[config.mk]
export PLATFORM = sky130hd
export DESIGN_NAME = gne_ctrl
export DESIGN_NICKNAME = d
export VERILOG_FILES = /design/src/gne_pkg.sv /design/src/gne_ctrl.sv
export SDC_FILE = /design/constraint.sdc
export NUM_CORES = 1
export LEC_CHECK = 0
export BUFFER_PORTS_ARGS = -buffer_cell sky130_fd_sc_hd__buf_2
export CAP_MARGIN = 20
export CORE_AREA = 3 3 40 42
export DETAILED_ROUTE_END_ITERATION = 8
export DIE_AREA = 0 0 43 45
export PLACE_DENSITY = 0.34
export SLEW_MARGIN = 20
export SYNTH_ARGS = -nofsm -noshare
export SYNTH_HDL_FRONTEND = slang
export SYNTH_SLANG_ARGS = --single-unit
[constraint.sdc]
create_clock -name clk_i -period 1.31 [get_ports clk_i]
set_input_delay 0.0655 -clock clk_i [delete_from_list [all_inputs] [get_ports clk_i]]
set_output_delay 0.0655 -clock clk_i [all_outputs]
set_load 0.01 [all_outputs]
[src/gne_pkg.sv]
// ----------------------------------------------------------------------------
// gne_pkg: shared types and constants for the grid neighbor expander
// Field structs, status codes, register indexes, controller states and the
// neighbor offset tables used by the controller and the datapath.
// ----------------------------------------------------------------------------
package gne_pkg;

  // grid geometry
  localparam int MaxSide  = 64;
  localparam int MapDepth = MaxSide * MaxSide;
  localparam int AddrW    = $clog2(MapDepth);

  // field widths
  localparam int CoordW   = 6;
  localparam int IdxW     = 12;
  localparam int DirW     = 3;
  localparam int CfgSideW = 7;
  localparam int CfgIdxW  = 3;
  localparam int CfgDataW = 12;

  // register indexes
  localparam logic [CfgIdxW-1:0] CfgGridWidth  = 3'd0;
  localparam logic [CfgIdxW-1:0] CfgGridHeight = 3'd1;
  localparam logic [CfgIdxW-1:0] CfgStartIndex = 3'd2;
  localparam logic [CfgIdxW-1:0] CfgGoalIndex  = 3'd3;

  // input function codes
  localparam logic FuncAdd   = 1'b0;
  localparam logic FuncQuery = 1'b1;

  typedef enum logic [2:0] {
    StSucc    = 3'd0,
    StNone    = 3'd1,
    StAdded   = 3'd2,
    StRefused = 3'd3,
    StAlready = 3'd4,
    StOut     = 3'd5
  } gne_status_e;

  typedef enum logic [2:0] {
    SClear,
    SIdle,
    SSetup,
    SAdd,
    SQry,
    SQfin
  } gne_state_e;

  typedef struct packed {
    logic              func;
    logic [CoordW-1:0] tile_x;
    logic [CoordW-1:0] tile_y;
  } gne_in_t;

  typedef struct packed {
    gne_status_e       status;
    logic [IdxW-1:0]   successor_index;
    logic [DirW-1:0]   direction;
    logic              last;
  } gne_res_t;

  // controller to datapath
  typedef struct packed {
    logic clear;
    logic load;
    logic setup;
    logic add_chk;
    logic q_step;
    logic q_fin;
  } gne_cmd_t;

  // datapath to controller
  typedef struct packed {
    logic clr_done;
    logic in_grid;
    logic is_query;
    logic q_done;
  } gne_stat_t;

  // column offset of each neighbor, two's complement: NW N NE E SE S SW W
  function automatic logic [1:0] nb_dx(input logic [DirW-1:0] dir);
    logic [1:0] r;
    case (dir)
      3'd0:    r = 2'b11;
      3'd1:    r = 2'b00;
      3'd2:    r = 2'b01;
      3'd3:    r = 2'b01;
      3'd4:    r = 2'b01;
      3'd5:    r = 2'b00;
      3'd6:    r = 2'b11;
      default: r = 2'b11;
    endcase
    return r;
  endfunction

  // row offset of each neighbor, two's complement
  function automatic logic [1:0] nb_dy(input logic [DirW-1:0] dir);
    logic [1:0] r;
    case (dir)
      3'd0:    r = 2'b11;
      3'd1:    r = 2'b11;
      3'd2:    r = 2'b11;
      3'd3:    r = 2'b00;
      3'd4:    r = 2'b01;
      3'd5:    r = 2'b01;
      3'd6:    r = 2'b01;
      default: r = 2'b00;
    endcase
    return r;
  endfunction

endpackage

[src/gne_ctrl.sv]
// ----------------------------------------------------------------------------
// gne_ctrl: sequencing state machine of the grid neighbor expander
// Runs the map clearing pass, accepts commands and steps the datapath through
// the add check or the eight-neighbor scan.
// ----------------------------------------------------------------------------
module gne_ctrl (
  input  logic              clk_i,
  input  logic              rst_ni,
  input  logic              start_i,
  output logic              busy_o,
  input  gne_pkg::gne_stat_t stat_i,
  output gne_pkg::gne_cmd_t  cmd_o
);

  gne_pkg::gne_state_e state_q, state_d;

  // hold state
  always_ff @(posedge clk_i or negedge rst_ni) begin
    if (!rst_ni) begin
      state_q <= gne_pkg::SClear;
    end else begin
      state_q <= state_d;
    end
  end

  // next state and commands
  always_comb begin
    state_d = state_q;
    cmd_o   = '0;
    busy_o  = 1'b1;
    case (state_q)
      gne_pkg::SClear: begin
        cmd_o.clear = 1'b1;
        if (stat_i.clr_done) begin
          state_d = gne_pkg::SIdle;
        end
      end
      gne_pkg::SIdle: begin
        busy_o = 1'b0;
        if (start_i) begin
          cmd_o.load = 1'b1;
          state_d    = gne_pkg::SSetup;
        end
      end
      gne_pkg::SSetup: begin
        cmd_o.setup = 1'b1;
        if (!stat_i.in_grid) begin
          state_d = gne_pkg::SIdle;
        end else if (stat_i.is_query) begin
          state_d = gne_pkg::SQry;
        end else begin
          state_d = gne_pkg::SAdd;
        end
      end
      gne_pkg::SAdd: begin
        cmd_o.add_chk = 1'b1;
        state_d       = gne_pkg::SIdle;
      end
      gne_pkg::SQry: begin
        cmd_o.q_step = 1'b1;
        if (stat_i.q_done) begin
          state_d = gne_pkg::SQfin;
        end
      end
      gne_pkg::SQfin: begin
        cmd_o.q_fin = 1'b1;
        state_d     = gne_pkg::SIdle;
      end
      default: begin
        state_d = gne_pkg::SIdle;
      end
    endcase
  end

`ifndef SYNTH
  a_accept_to_setup: assert property (@(posedge clk_i) disable iff (!rst_ni)
    (state_q == gne_pkg::SIdle && start_i) |=> state_q == gne_pkg::SSetup)
    else $error("accepted command did not enter setup");

  a_out_of_grid_ends: assert property (@(posedge clk_i) disable iff (!rst_ni)
    (state_q == gne_pkg::SSetup && !stat_i.in_grid) |=> state_q == gne_pkg::SIdle)
    else $error("out-of-grid command did not finish at once");

  a_scan_holds: assert property (@(posedge clk_i) disable iff (!rst_ni)
    (state_q == gne_pkg::SQry && !stat_i.q_done) |=> state_q == gne_pkg::SQry)
    else $error("neighbor scan left early");
`endif

endmodule

==> results.toml <==
[outcome]
outcome = "finished clean"

[clock_network]
path_clk_slew_ns = 0.04
clock_sinks = 3
cts_tree = "built"
post_cts_buffers = 0
cts_buffer_depth = 2
cts_buffers = 3
htreeDepth = 1
root_buffer = "clkbuf_4"
clk_latency_ns = 0.23

[detailed_routing]
final_antenna_net_count = 0
dr.pass1.iters = 2
wirelength_um = 568
vias = 217
viasPerCell = 3.95
drc = 0
avgRoutedWirePerCell_um = 10.3
drt_iter0_markers = 1

[layout]
regMostFlops = "state_q"
reg_top3 = "state_q (3)"
drive_above_1_share_pct = 57.5
diodes = 0
final_common_cell = "buf_2"
n_fill_cell = 146
fin_area_um2 = 330
final_util_pct = 25.7
nets = 48
syn_to_final_growth_pct = 57.1
final_cell_mix = "buf_2, clkbuf_4, dfrtp_1"
largest_register_ffs = 3

[synthesis]
synth_top_area_share_pct = 35.7
avgSynthCellArea_um2 = 9.14
netlist_area_um2 = 210
ys_types = 18
synth.area.top_cells = "dfrtp_1, a211oi_2, nor2b_1, mux2i_1, nor3_1"
yosysWarnings = 0
seq_area_frac_synth_pct = 35.7
synth_fp_nets = 30
ys_seq_elements = 3
yosys.area.top_type = "dfrtp_1"
syn_inst = 23

[global_routing]
grt_max_degree = 9
grt.overflow.total = 0
grt_pass1_wl_um = 917
antenna_found_initial = 0
gr-usage-all-layers_pct = 6.75
grt_pass1_vias = 219

[floorplan]
initial_utilization_pct = 16.4
num_rows = 13
core_area_um2 = 1280
die_area_um2 = 1940
ios = 14
die_y_um = 45
fp.dieW_um = 43

[place]
hpwlAfterDp_um = 451
placed_area_um2 = 287
io_buffers = 13
gp_congestion = 0.683

[run]
cap_violations = 0

[timing]
hold_violations = 0
slew-limit-headroom_pct = 81.4
skew_ns = 0.00192
tightestPinTransition_ns = 0.280
slew_viol_final = 0
fin_crit_sh_pct = 95.1
hold_ws_ns = 0.101
fin_crit_ns = 1.25
setup-tns-final_ns = 0
rsz0062_at_grt = "false"
setup-violations-final = 0
fmax_mhz = 803

[setup_path]
reg2reg_slack_ns = 0.18
cp.arrival_ns = 1.18
cp-start-kind = "flop"
worstSetupEndpointType = "output port"
setup.worst_path.class = "flop to output port"
required_ns = 1.24
cp_max_fo = 6

[power]
power.density_nw_per_um2 = 1870
p_leak_nw = 0.181
vdd_ir_drop_max_mv = 0.470

[min_path]
hp-class = "input port to flop"
worst max-delay path, cell delays in order, from the launching register on:
cell	delay [ns]
dfrtp_1	0.44
nor2b_2	0.19
and2b_2	0.19
buf_2	0.13
per-layer routing:
layer	part of all wire, %	track usage (%)
met4	0	1.81
met5	0	0
met3	8.6	5.18
met1	37	6.28
met2	55	11.7
kinds of logic after synthesis:
group | synth area share [%]
AO/OA/AOI/OAI | 10.1
buffers and inverters | 5.36
flip-flops | 35.7
multiplexers | 4.76
AND/OR/NAND/NOR | 44.1
layout make-up:
type | instances | area, µm² | area share [%]
clock buffers | 4 | 26.3 | 7.95
inverters | 1 | 3.75 | 1.14
multi-input cells | 18 | 131 | 39.8
flip-flops and latches | 3 | 75.1 | 22.7
well taps | 15 | 18.8 | 5.68
repair buffers | 14 | 75.1 | 22.7
cell usage after synthesis (all sizes together):
| cell type | number |
|---|---|
| a211oi | 1 |
| a32oi | 1 |
| and2 | 3 |
| and2b | 1 |
| and3 | 1 |
| buf | 1 |
| dfrtp | 3 |
| inv | 1 |
| mux2i | 1 |
| nand2 | 1 |
| nand2b | 1 |
| nor2 | 2 |
| nor2b | 3 |
| nor3 | 2 |
| or2 | 1 |
repair_timing:
action | 4_1_cts | 5_1_grt
setup endpoints to repair | 0 | 2
hold endpoints to repair | 3 | 0
hold buffers | 1 | 0
gates resized for setup | 0 | 2
report_power, final:
part	switching [mW]	leakage [nW]	internal, mW
Sequential	0.0530	0.0376	0.123
Clock	0.0512	0.0150	0.114
Combinational	0.136	0.128	0.140
stage by stage:
stage          setup slack (ns)  cells  power [mW]
6_report                 0.0642     55       0.618
5_1_grt                 0.00194     55       0.679
4_1_cts                 0.00588     55       0.623
3_5_place_dp              0.210     50       0.445
3_3_place_gp              0.212     50       0.450
2_1_floorplan             0.236     23       0.339
worst paths after layout:
path,from,end,depth (start not counted)
worst max-delay path,state_q[1],cmd_o[3],3
worst min-delay path,start_i,state_q[1],3
worst max register to register,state_q[1],state_q[2],3
worst min register to register,state_q[2],state_q[1],1
max in group asynchronous,rst_ni,state_q[1],2
min in group asynchronous,rst_ni,state_q[2],2
(Power assumes the default switching activity.)
